## src/rtl/core/mscq_pkg.sv

```systemverilog
`timescale 1ns / 1ps

package mscq_pkg;

	// width of a state value, fixed by the sample and result fields
	localparam int STATE_BITS = 16;
	localparam int CHAN_BITS  = 4;
	localparam int TICK_BITS  = 32;
	localparam int CNT_BITS   = 32;
	localparam int REP_BITS   = 8;

	// register map, word index taken from paddr[3:2]
	localparam int APB_ADDR_BITS = 4;
	typedef enum logic [1:0] {
		REG_HYSTERESIS = 2'd0,
		REG_INTERVAL   = 2'd1,
		REG_ACTION_EN  = 2'd2
	} reg_idx_t;

	localparam logic [REP_BITS-1:0] REP_MAX = '1;

	typedef struct packed {
		logic [CHAN_BITS-1:0]  channel;
		logic [TICK_BITS-1:0]  now;
		logic [STATE_BITS-1:0] sample_state;
	} in_req_t;

	typedef struct packed {
		logic [CHAN_BITS-1:0]  out_channel;
		logic                  checked;
		logic                  action_fired;
		logic [STATE_BITS-1:0] prior_state;
		logic [STATE_BITS-1:0] accepted_state;
		logic [CNT_BITS-1:0]   check_total;
		logic [CNT_BITS-1:0]   action_total;
	} out_rsp_t;

	typedef struct packed {
		logic [REP_BITS-1:0] hysteresis_count;
		logic [15:0]         interval_ticks;
		logic                action_enabled;
	} cfg_t;

	// one channel entry of the state memory
	typedef struct packed {
		logic [STATE_BITS-1:0] reference_state;
		logic [STATE_BITS-1:0] candidate_value;
		logic [REP_BITS-1:0]   repeat_count;
		logic [TICK_BITS-1:0]  last_check_tick;
		logic [CNT_BITS-1:0]   checks_done;
		logic [CNT_BITS-1:0]   actions_done;
	} chan_entry_t;

endpackage

```

## src/rtl/core/mscq_cfg.sv

```systemverilog
`timescale 1ns / 1ps

module mscq_cfg import mscq_pkg::*; (
	input  logic                     clk,
	input  logic                     arst_n,
	input  logic                     psel,
	input  logic                     penable,
	input  logic                     pwrite,
	input  logic [APB_ADDR_BITS-1:0] paddr,
	input  logic [31:0]              pwdata,
	output logic [31:0]              prdata,
	output logic                     pready,
	output cfg_t                     cfg
);

	cfg_t       cfg_q;
	logic       wr_en;
	logic [1:0] reg_idx;

	assign pready  = 1'b1;
	assign reg_idx = paddr[3:2];
	assign wr_en   = psel && penable && pwrite;
	assign cfg     = cfg_q;

	// register writes
	always_ff @(posedge clk or negedge arst_n) begin
		if (!arst_n) begin
			cfg_q.hysteresis_count <= '0;
			cfg_q.interval_ticks   <= 16'd1;
			cfg_q.action_enabled   <= 1'b1;
		end else if (wr_en) begin
			unique case (reg_idx)
				REG_HYSTERESIS: cfg_q.hysteresis_count <= pwdata[REP_BITS-1:0];
				REG_INTERVAL:   cfg_q.interval_ticks   <= pwdata[15:0];
				REG_ACTION_EN:  cfg_q.action_enabled   <= pwdata[0];
				default: ;
			endcase
		end
	end

	// read mux
	always_comb begin
		prdata = '0;
		unique case (reg_idx)
			REG_HYSTERESIS: prdata = {{(32-REP_BITS){1'b0}}, cfg_q.hysteresis_count};
			REG_INTERVAL:   prdata = {16'b0, cfg_q.interval_ticks};
			REG_ACTION_EN:  prdata = {31'b0, cfg_q.action_enabled};
			default:        prdata = '0;
		endcase
	end

endmodule

```

## src/rtl/core/mscq_chan_mem.sv

```systemverilog
`timescale 1ns / 1ps

module mscq_chan_mem import mscq_pkg::*; #(
	parameter int CHANNELS = 16,
	parameter int IW       = 4
) (
	input  logic          clk,
	input  logic          arst_n,
	input  logic          rd_en,
	input  logic [IW-1:0] rd_idx,
	input  logic          wr_en,
	input  logic [IW-1:0] wr_idx,
	input  chan_entry_t   wr_data,
	output chan_entry_t   rd_data
);

	chan_entry_t         mem [CHANNELS];
	logic [CHANNELS-1:0] vld_q;
	chan_entry_t         rd_q;
	chan_entry_t         fwd_q;
	logic                rd_vld_q;
	logic                fwd_hit_q;

	// entry array, one write and one registered read per cycle
	always_ff @(posedge clk) begin
		if (wr_en) begin
			mem[wr_idx] <= wr_data;
			fwd_q       <= wr_data;
		end
		if (rd_en) begin
			rd_q <= mem[rd_idx];
		end
	end

	// per-entry valid bits so a fresh entry reads as zero
	always_ff @(posedge clk or negedge arst_n) begin
		if (!arst_n) begin
			vld_q     <= '0;
			rd_vld_q  <= 1'b0;
			fwd_hit_q <= 1'b0;
		end else begin
			if (wr_en) begin
				vld_q[wr_idx] <= 1'b1;
			end
			if (rd_en) begin
				rd_vld_q  <= vld_q[rd_idx];
				// a write to the same entry on the read edge is not seen by the array read
				fwd_hit_q <= wr_en && (wr_idx == rd_idx);
			end
		end
	end

	// resolve forwarded, stored or reset value
	always_comb begin
		if (fwd_hit_q) begin
			rd_data = fwd_q;
		end else if (rd_vld_q) begin
			rd_data = rd_q;
		end else begin
			rd_data = '0;
		end
	end

endmodule

```

## src/rtl/core/mscq_update.sv

```systemverilog
`timescale 1ns / 1ps

module mscq_update import mscq_pkg::*; (
	input  cfg_t                  cfg,
	input  chan_entry_t           cur,
	input  logic                  in_range,
	input  logic [CHAN_BITS-1:0]  channel,
	input  logic [TICK_BITS-1:0]  now,
	input  logic [STATE_BITS-1:0] sample,
	output chan_entry_t           nxt,
	output logic                  wr_en,
	output out_rsp_t              rsp
);

	logic [TICK_BITS-1:0] due;
	logic [TICK_BITS-1:0] diff;
	logic                 checked;
	logic                 qualified;
	logic                 fire;
	logic [REP_BITS-1:0]  rep_inc;

	// wrap-safe interval test
	assign due     = cur.last_check_tick + {16'b0, cfg.interval_ticks};
	assign diff    = due - now;
	assign checked = in_range && diff[TICK_BITS-1];
	assign rep_inc = (cur.repeat_count != REP_MAX) ? cur.repeat_count + REP_BITS'(1)
		: cur.repeat_count;
	assign wr_en   = checked;

	// hysteresis qualification and entry update
	always_comb begin
		nxt       = cur;
		qualified = 1'b0;
		if (cfg.hysteresis_count == '0) begin
			qualified = (cur.reference_state != sample);
		end else if (cur.reference_state == sample) begin
			nxt.repeat_count    = '0;
			nxt.candidate_value = sample;
		end else if (cur.candidate_value == sample) begin
			if (rep_inc >= cfg.hysteresis_count) begin
				nxt.repeat_count = '0;
				qualified        = 1'b1;
			end else begin
				nxt.repeat_count = rep_inc;
			end
		end else begin
			nxt.candidate_value = sample;
			nxt.repeat_count    = REP_BITS'(1);
		end
		fire = qualified && cfg.action_enabled;
		if (fire) begin
			nxt.reference_state = sample;
			nxt.actions_done    = cur.actions_done + CNT_BITS'(1);
		end
		nxt.checks_done     = cur.checks_done + CNT_BITS'(1);
		nxt.last_check_tick = now;
	end

	// result fields
	always_comb begin
		rsp              = '0;
		rsp.out_channel  = channel;
		rsp.checked      = checked;
		rsp.action_fired = checked && fire;
		if (in_range) begin
			rsp.prior_state = cur.reference_state;
			if (checked) begin
				rsp.accepted_state = nxt.reference_state;
				rsp.check_total    = nxt.checks_done;
				rsp.action_total   = nxt.actions_done;
			end else begin
				rsp.accepted_state = cur.reference_state;
				rsp.check_total    = cur.checks_done;
				rsp.action_total   = cur.actions_done;
			end
		end
	end

endmodule

```

## src/rtl/core/multichannel_state_change_qualifier.sv

```systemverilog
`timescale 1ns / 1ps

// Per-channel state-change qualifier (consecutive-count debouncer). Each request
// names a channel, the current tick and a sampled value; a request whose
// channel interval has elapsed is evaluated against the channel's reference
// state and counts toward the shared hysteresis threshold, and every request
// returns exactly one result. Channel state lives in one memory with a registered
// read: a request is read on acceptance, then updated, written back and its
// result loaded into the output register as it leaves stage 1. One request is
// taken every cycle while the output is not stalled; back-to-back requests to
// the same channel are served by forwarding the write-back, so no bubbles are
// inserted. Entries read as zero after reset through per-entry valid bits, so
// no clearing pass is needed. Shared settings (hysteresis count, interval
// ticks, action enable) sit on the APB port at byte addresses 0, 4 and 8; the
// user must write them only while idle, as the block does not enforce this.
module multichannel_state_change_qualifier import mscq_pkg::*; #(
	parameter int CHANNELS = 16
) (
	input  logic                     clk,
	input  logic                     arst_n,
	input  logic                     in_valid,
	output logic                     in_stall,
	input  in_req_t                  in_req,
	output logic                     out_valid,
	input  logic                     out_stall,
	output out_rsp_t                 out_rsp,
	input  logic                     psel,
	input  logic                     penable,
	input  logic                     pwrite,
	input  logic [APB_ADDR_BITS-1:0] paddr,
	input  logic [31:0]              pwdata,
	output logic [31:0]              prdata,
	output logic                     pready
);

	localparam int IW = (CHANNELS > 1) ? $clog2(CHANNELS) : 1;

	cfg_t                  cfg;
	logic                  accept;
	logic                  s1_adv;
	logic                  valid_s1;
	logic                  in_range_s1;
	logic [CHAN_BITS-1:0]  channel_s1;
	logic [TICK_BITS-1:0]  now_s1;
	logic [STATE_BITS-1:0] sample_s1;
	chan_entry_t           cur_entry;
	chan_entry_t           nxt_entry;
	logic                  upd_wr;
	logic                  mem_wr;
	out_rsp_t              rsp_s1;
	logic                  out_valid_q;
	out_rsp_t              out_rsp_q;

	// pipeline flow
	assign s1_adv    = valid_s1 && (!out_valid_q || !out_stall);
	assign in_stall  = valid_s1 && !s1_adv;
	assign accept    = in_valid && !in_stall;
	assign mem_wr    = s1_adv && upd_wr;
	assign out_valid = out_valid_q;
	assign out_rsp   = out_rsp_q;

	mscq_cfg u_cfg (
		.clk     (clk),
		.arst_n  (arst_n),
		.psel    (psel),
		.penable (penable),
		.pwrite  (pwrite),
		.paddr   (paddr),
		.pwdata  (pwdata),
		.prdata  (prdata),
		.pready  (pready),
		.cfg     (cfg)
	);

	mscq_chan_mem #(
		.CHANNELS (CHANNELS),
		.IW       (IW)
	) u_mem (
		.clk     (clk),
		.arst_n  (arst_n),
		.rd_en   (accept),
		.rd_idx  (IW'(in_req.channel)),
		.wr_en   (mem_wr),
		.wr_idx  (IW'(channel_s1)),
		.wr_data (nxt_entry),
		.rd_data (cur_entry)
	);

	mscq_update u_update (
		.cfg      (cfg),
		.cur      (cur_entry),
		.in_range (in_range_s1),
		.channel  (channel_s1),
		.now      (now_s1),
		.sample   (sample_s1),
		.nxt      (nxt_entry),
		.wr_en    (upd_wr),
		.rsp      (rsp_s1)
	);

	// stage 1 request payload and output result register
	always_ff @(posedge clk) begin
		if (accept) begin
			channel_s1  <= in_req.channel;
			now_s1      <= in_req.now;
			sample_s1   <= in_req.sample_state;
			in_range_s1 <= (32'(in_req.channel) < 32'(CHANNELS));
		end
		if (s1_adv) begin
			out_rsp_q <= rsp_s1;
		end
	end

	// stage 1 and output valid
	always_ff @(posedge clk or negedge arst_n) begin
		if (!arst_n) begin
			valid_s1    <= 1'b0;
			out_valid_q <= 1'b0;
		end else begin
			if (accept) begin
				valid_s1 <= 1'b1;
			end else if (s1_adv) begin
				valid_s1 <= 1'b0;
			end
			if (s1_adv) begin
				out_valid_q <= 1'b1;
			end else if (!out_stall) begin
				out_valid_q <= 1'b0;
			end
		end
	end

	// memory is written only by a request leaving stage 1
	a_wr_from_s1: assert property (@(posedge clk) disable iff (!arst_n)
		mem_wr |-> valid_s1 && in_range_s1)
		else $error("state write without a request in stage 1");

	// stage 1 never overwrites a held result
	a_no_overwrite: assert property (@(posedge clk) disable iff (!arst_n)
		s1_adv |-> !(out_valid_q && out_stall))
		else $error("result register overwritten while stalled");

	// a fired action always changes the reference state
	a_fire_changes: assert property (@(posedge clk) disable iff (!arst_n)
		out_valid_q && out_rsp_q.action_fired |->
			out_rsp_q.checked && (out_rsp_q.prior_state != out_rsp_q.accepted_state))
		else $error("action fired without a state change");

	// an unevaluated sample leaves the reference state alone
	a_unchecked_hold: assert property (@(posedge clk) disable iff (!arst_n)
		out_valid_q && !out_rsp_q.checked |->
			!out_rsp_q.action_fired && (out_rsp_q.prior_state == out_rsp_q.accepted_state))
		else $error("reference state changed without a check");

endmodule

```

## config.mk

```make
export PLATFORM = sky130hd
export DESIGN_NAME = multichannel_state_change_qualifier
export DESIGN_NICKNAME = d
export VERILOG_FILES = /design/src/rtl/core/mscq_pkg.sv /design/src/rtl/core/mscq_cfg.sv /design/src/rtl/core/mscq_chan_mem.sv /design/src/rtl/core/mscq_update.sv /design/src/rtl/core/multichannel_state_change_qualifier.sv
export SDC_FILE = /design/constraint.sdc
export NUM_CORES = 2
export LEC_CHECK = 0
export BUFFER_PORTS_ARGS = -buffer_cell sky130_fd_sc_hd__buf_4
export CAP_MARGIN = 20
export CORE_MARGIN = 2
export CORE_UTILIZATION = 65
export CTS_CLUSTER_SIZE = 28
export DETAILED_ROUTE_END_ITERATION = 8
export PLACE_DENSITY = 0.82
export SLEW_MARGIN = 20
export SYNTH_ARGS = -nofsm -noshare
export SYNTH_HDL_FRONTEND = slang
export SYNTH_SLANG_ARGS = --single-unit
```

## constraint.sdc

```tcl
create_clock -name clk -period 25.8 [get_ports clk]
set_input_delay 2.58 -clock clk [delete_from_list [all_inputs] [get_ports clk]]
set_output_delay 2.58 -clock clk [all_outputs]
set_load 0.005 [all_outputs]
```

Word level (Yosys, flattened, before mapping)
Memories as Yosys holds them, arrays and structs flattened. A register that Yosys moved wholly into a read port is not among the register bits.
Cells that the tools add are included.
{"block": "word_totals", "out_inout_bits": 137, "mem_bits_rw": 2176, "regBits": 335, "elab_cells": 90, "memories": 1}
{"block": "classes", "bitwise_logic": 1, "n_eq_ne": 8, "muxes": 26, "n_reduce_logical": 21, "order_cmp": 4, "add_sub_neg": 5}
{"memory": "u_mem.mem", "words": 16, "word_bits": 136, "read_ports": 1, "rd_clocked_by_memory_dff": 1, "write_ports": 1, "line_no": "mscq_chan_mem.sv:17", "rtl": "chan_entry_t mem [CHANNELS];"}
{"op": "136-bit 2-to-1 mux", "n": 2}
{"op": "80-bit 2-to-1 mux", "n": 1}
{"op": "32-bit by 1-bit adder with 32-bit output, second input constant", "n": 2}
{"op": "24-bit 2-to-1 mux", "n": 2}
{"op": "16-bit one-hot mux with 3 select lines", "n": 1}
{"op": "32-bit by 16-bit adder with 32-bit output", "n": 1}
{"op": "16-bit equality test", "n": 2}
{"op": "16-bit 2-to-1 mux", "n": 2}
{"op": "32-bit 2-to-1 mux", "n": 1}
{"op": "32-bit subtractor", "n": 1}
{"op": "8-bit 2-to-1 mux", "n": 3}
{"op": "16-bit != test", "n": 1}
{"op": "16-bit OR", "n": 1}
{"op": "1-bit 2-to-1 mux", "n": 12}
{"op": "1-bit logical AND", "n": 10}
{"op": "4-bit by 5-bit < comparator with 1-bit output, second input constant", "n": 2}
{"op": "8-bit by 1-bit adder with 8-bit output, second input constant", "n": 1}
{"op": "8-bit >= comparator", "n": 1}
{"op": "8-bit logical NOT", "n": 1}
{"op": "8-bit != test, second input constant", "n": 1}
{"op": "2-bit AND reduction", "n": 3}
{"op": "1-bit binary-select mux with 4-bit select", "n": 1}
{"op": "1-bit demux with 4-bit select", "n": 1}
{"op": "4-bit equality test", "n": 1}
{"op": "8 further kinds", "n": 11}

Logic depth before layout (Yosys ltp)
{"block": "depth", "depth_word": 12, "depth_mapped": 23, "mapped_depth_nobuf": 16}

Hierarchy
Synthesis repeated with hierarchy kept, for this count alone.
{"block": "unflattened", "hier_cells": 4782, "hier_area_um2": 104499.0}
{"module": "mscq_chan_mem", "instances": 1, "area_per_inst_um2": 92462.4, "cells_per_inst": 3666}
{"module": "mscq_update", "instances": 1, "area_per_inst_um2": 6019.5, "cells_per_inst": 849}
{"module": "multichannel_state_change_qualifier", "instances": 1, "area_per_inst_um2": 4727.0, "cells_per_inst": 165}
{"module": "mscq_cfg", "instances": 1, "area_per_inst_um2": 1290.0, "cells_per_inst": 102}

Worst setup path before layout
Ideal clock, no wire load.
{"block": "synth_path", "path_kind": "input-to-reg", "start": "input port out_stall", "end": "memory u_mem.mem[0][0] (netlist name), enable pin", "setup_time_ps": 797, "path_slack_ps": 9218, "arrival_time_ps": 15785, "path_buffers": 1, "stages": 5, "cell_sequence": "nand2_1 and2_1 clkbuf_1 nand3_1 nor3_1"}
{"block": "synth_between", "elab_chain_len": 6}
{"item": "start, declared", "line_no": "multichannel_state_change_qualifier.sv:25", "rtl": "input logic out_stall,"}
{"item": "1-bit logical NOT"}
{"item": "1-bit logical OR", "line_no": "multichannel_state_change_qualifier.sv:55", "rtl": "assign s1_adv = valid_s1 && (!out_valid_q || !out_stall);"}
{"item": "1-bit logical AND", "line_no": "multichannel_state_change_qualifier.sv:55"}
{"item": "net s1_adv", "line_no": "multichannel_state_change_qualifier.sv:40", "rtl": "logic s1_adv;"}
{"item": "1-bit logical AND", "line_no": "multichannel_state_change_qualifier.sv:58", "rtl": "assign mem_wr = s1_adv && upd_wr;"}
{"item": "1-bit 2-to-1 mux", "line_no": "mscq_chan_mem.sv:26", "rtl": "if (wr_en) begin"}
{"item": "1-bit 2-to-1 mux (not written as such)", "line_no": "mscq_chan_mem.sv:27", "rtl": "mem[wr_idx] <= wr_data;"}
{"item": "end, declared", "line_no": "mscq_chan_mem.sv:17"}
The timed path passes the listed nets, and every way through them passes these cells.

Final worst setup path
{"block": "layout_path", "start": "register u_mem.fwd_hit_q", "end": "memory u_mem.mem[7][52] (netlist name), enable pin"}
{"block": "layout_between", "elab_chain_len": 6}
{"item": "start, declared", "line_no": "mscq_chan_mem.sv:22", "rtl": "logic fwd_hit_q;"}
{"item": "start signal, assigned", "line_no": "mscq_chan_mem.sv:48", "rtl": "fwd_hit_q <= wr_en && (wr_idx == rd_idx);"}
{"item": "136-bit 2-to-1 mux", "line_no": "mscq_chan_mem.sv:55", "rtl": "if (fwd_hit_q) begin"}
{"item": "32-bit by 16-bit adder with 32-bit output", "line_no": "mscq_update.sv:23", "rtl": "assign due = cur.last_check_tick + {16'b0, cfg.interval_ticks};"}
{"item": "32-bit subtractor", "line_no": "mscq_update.sv:24", "rtl": "assign diff = due - now;"}
{"item": "1-bit logical AND", "line_no": "multichannel_state_change_qualifier.sv:58"}
{"item": "1-bit 2-to-1 mux", "line_no": "mscq_chan_mem.sv:26"}
{"item": "1-bit 2-to-1 mux (not written as such)", "line_no": "mscq_chan_mem.sv:27"}
Every way passes these cells.

==> flow_summary.yaml <==
status:
  status: "finished with violations"
  violations: "design-rule violations"
drt:
  firstDrtPassIters: 8
  drcViolationCount: 2
  wl_per_cell_um: 36.40
  routed_via_density: 7.388
  first_iter_violations: 8711
  wl_um: 268700
  ant_nets: 0
  vias: 54533
global_route:
  grt_start_max_net_pins: 153
  grt_pass1_wl_um: 386000
  antenna_found_initial: 8
  grt-ovfl-total: 0
  grt_pass1_vias: 56193
  grt_usage: 0.3317
worst_hold_path:
  min_from: "u_mem.vld_q[14]$_DFFE_PN0P_"
  worst_hold_path.num_cells: 1
  hp-class: "reg -> reg"
  whs_endpoint: "u_mem.vld_q[14]$_DFFE_PN0P_"
setup_path:
  worst_path_largest_cell_delay_ns: 0.94
  r2r_end: "u_mem.mem[7][52]$_DFFE_PP_"
  crit_chain: "nor2b_4 > buf_4 > buf_4 > a22oi_1 > fa_1 > inv_1 > ha_1 > nand4b_1 > a21o_1 > a2111oi_0 > buf_4 > o21ai_0 > a211oi_4 > buf_4 > nand4b_1 > nor2_4 > buf_4 > buf_4"
  crit_arrival_ns: 9.59
  crit_type: "reg -> reg"
  cp-start-kind: "flop"
  rr_worst_depth: 18
  slowest_stage: "buf_4"
  cp_num_buf_inv: 7
  end_kind: "flop"
  rr_startpoint: "u_mem.fwd_hit_q$_DFFE_PN0P_"
  cp.required_ns: 26.31
  path_delay_family: "buffers and inverters"
  crit_top_cell: "buf_4"
  cp_max_fo: 44
  r2r_slack_ns: 16.73
placement:
  portBuffers: 196
  dp_hpwl_um: 122700
  placed_cell_area_um2: 108200
  globalplace.congestion: 0.8065
clock_network:
  clk_pin_slew_ns: 0.06
  cts_buffers: 275
  htreeDepth: 5
  cts_resized: 0
  postCtsSetupBuffers: 0
  cts.sinks: 2647
  cts_buffer_depth: 4
  cts_root_buf: "clkbuf_16"
  clk_latency_ns: 0.93
  hold_buffers: 0
  cts_tree: "yes"
power:
  powerDensity_nw_per_um2: 87.95
  max-vdd-ir-drop_mv: 0.08587
  combinationalPowerShare: 0.120
  p_leak_uw: 0.03803
  seqPwrFrac: 0.512
  power_uw: 10290
  power.switching_uw: 2572
  clkPwrFrac: 0.369
  p_sw_frac: 0.2500
  p_int_uw: 7715
timing:
  finalClockSkew_ns: 0.05008
  fin_setup_tns_ns: 0
  finalMaxSlewViolations: 0
  max_freq_mhz: 110.2
  setup_viol: 0
  tightest_slew_ns: 1.191
  slew_headroom: 0.2006
  finalCriticalPeriod_ns: 9.075
  hold_violations: 0
  period_share: 0.3517
  rsz0062_at_grt: "no"
synth:
  yosys.area_share.simple: 0.02568
  synth_cell_types: 81
  yosysSeqAreaShare: 0.7605
  synth_largest_area_cell: "edfxtp_1"
  synth.mux.area_fraction: 0.1532
  postSynthCellCount: 4797
  synth_edf_count: 2602
  synthFlopType: "edfxtp_1"
  avgSynthCellArea_um2: 21.73
  ys_async_sr_fraction: 0.01700
  synth.top_cell.area_share: 0.7497
  synthXorXnorAreaFrac: 0.01429
  ys_seq_elements: 2647
  synth_top_family_by_area: "multiplexers"
  synth-adder-area-share: 0.009724
  yosys_warnings: 0
  mappedNetlistArea_um2: 104200
  synth_area_leaders: "edfxtp_1, mux4_2, dfrtp_1"
  synth_compound_area_frac: 0.02150
cells_and_area:
  fin_area_um2: 117000
  area_growth_pct: 12.23
  mostFrequentLayoutCell: "edfxtp_1"
  nets: 5286
  layout_common_cells: "edfxtp_1, mux4_2, clkbuf_16"
  drive_gt1_frac: 0.2769
die:
  num_rows: 146
  dieWidth_um: 404.4
  core_um2: 158700
  start_util: 0.6565
  dieArea_um2: 163600
  io_pins: 232
  die_h_um: 404.4
flow_run:
  cap_violations: 0
## worst max path at each step
stage / from / endpoint / slack [ns] / cells after the start
final: u_mem.fwd_hit_q$_DFFE_PN0P_ / u_mem.mem[7][52]$_DFFE_PP_ / 16.73 / 18
after global routing: u_mem.fwd_hit_q$_DFFE_PN0P_ / u_mem.mem[7][49]$_DFFE_PP_ / 16.61 / 18
after CTS: u_mem.fwd_hit_q$_DFFE_PN0P_ / u_mem.mem[7][103]$_DFFE_PP_ / 16.87 / 18
after detailed placement: u_mem.fwd_hit_q$_DFFE_PN0P_ / u_mem.mem[7][42]$_DFFE_PP_ / 17.38 / 18
after global placement: u_mem.fwd_hit_q$_DFFE_PN0P_ / u_mem.mem[7][42]$_DFFE_PP_ / 17.73 / 18
after floorplan: out_stall / u_mem.mem[0][0]$_DFFE_PP_ / 9.22 / 5
## kinds of logic after synthesis
group                    count (synthesis)
multiplexers                           750
XOR/XNOR                               170
buffers and inverters                  360
other                                    2
flip-flops                            2647
adder cells (fa/ha/maj)                 72
AO/OA/AOI/OAI                          310
AND/OR/NAND/NOR                        486
## power by group through the flow
stage	sequential, uW	combinational [uW]	clock [uW]
final	5260	1230	3790
after global routing	5270	1290	3960
after CTS	5260	1180	3810
after detailed placement	5340	1120	0
after global placement	5320	1070	0
after floorplan	5310	716	0
## layer usage
| layer | vias to the layer above | global-route usage | share of wire |
|---|---|---|---|
| li1 | 20565 | - | - |
| met1 | 27828 | 0.4460 | 0.33 |
| met4 | 8 | 0.1406 | 0.046 |
| met5 | - | 0 | 0.00020 |
| met3 | 966 | 0.08234 | 0.13 |
| met2 | 5166 | 0.5282 | 0.49 |
## state kept, by name, indices dropped and copies added, names as in the netlist, 4 cells and up
| register | count |
|---|---|
| u_mem.fwd_q | 136 |
| u_mem.vld_q | 16 |
| u_mem.mem | 2176 |
| u_cfg.cfg | 25 |
| out_rsp | 102 |
| now_s1 | 32 |
| sample_s1 | 16 |
| channel_s1 | 4 |
| u_mem.rd_q | 136 |
## per-stage QoR
stage / util / setup WS (ns) / hold slack [ns] / cells
after floorplan: - / 9.218 / 0.4244 / 4812
after global placement: 0.6812 / 17.73 / 0.4483 / 6910
after detailed placement: 0.6813 / 17.38 / 0.4591 / 6911
after CTS: 0.7339 / 16.87 / 0.4820 / 7375
after global routing: 0.7368 / 16.61 / 0.4959 / 7378
final: 0.7368 / 16.73 / 0.4890 / 7381
## layout make-up
cell class / count / area (um2)
inverter: 92 / 357.8
clock inverter: 122 / 1015
tap: 2072 / 2592
sequential: 2647 / 79270
antenna: 3 / 7.507
clock buffer: 342 / 7346
fill: 7959 / 41780
timing repair buffer: 298 / 2391
multi-input combinational: 1805 / 23990
## synthesized netlist by cell type, types with 29 or more instances
master	instances
edfxtp_1	2602
mux4_2	671
clkbuf_1	133
nand2_1	101
xor2_1	99
inv_1	91
nand3_1	81
a22oi_1	72
buf_1	72
xnor2_1	71
nor2_1	69
ha_1	57
o21ai_0	53
a21oi_1	48
nand4_1	48
dfrtp_1	43
a22o_1	40
mux2_2	38
nor2b_1	30
mux2i_1	29
Note: power is estimated with default switching activity, not from simulation.
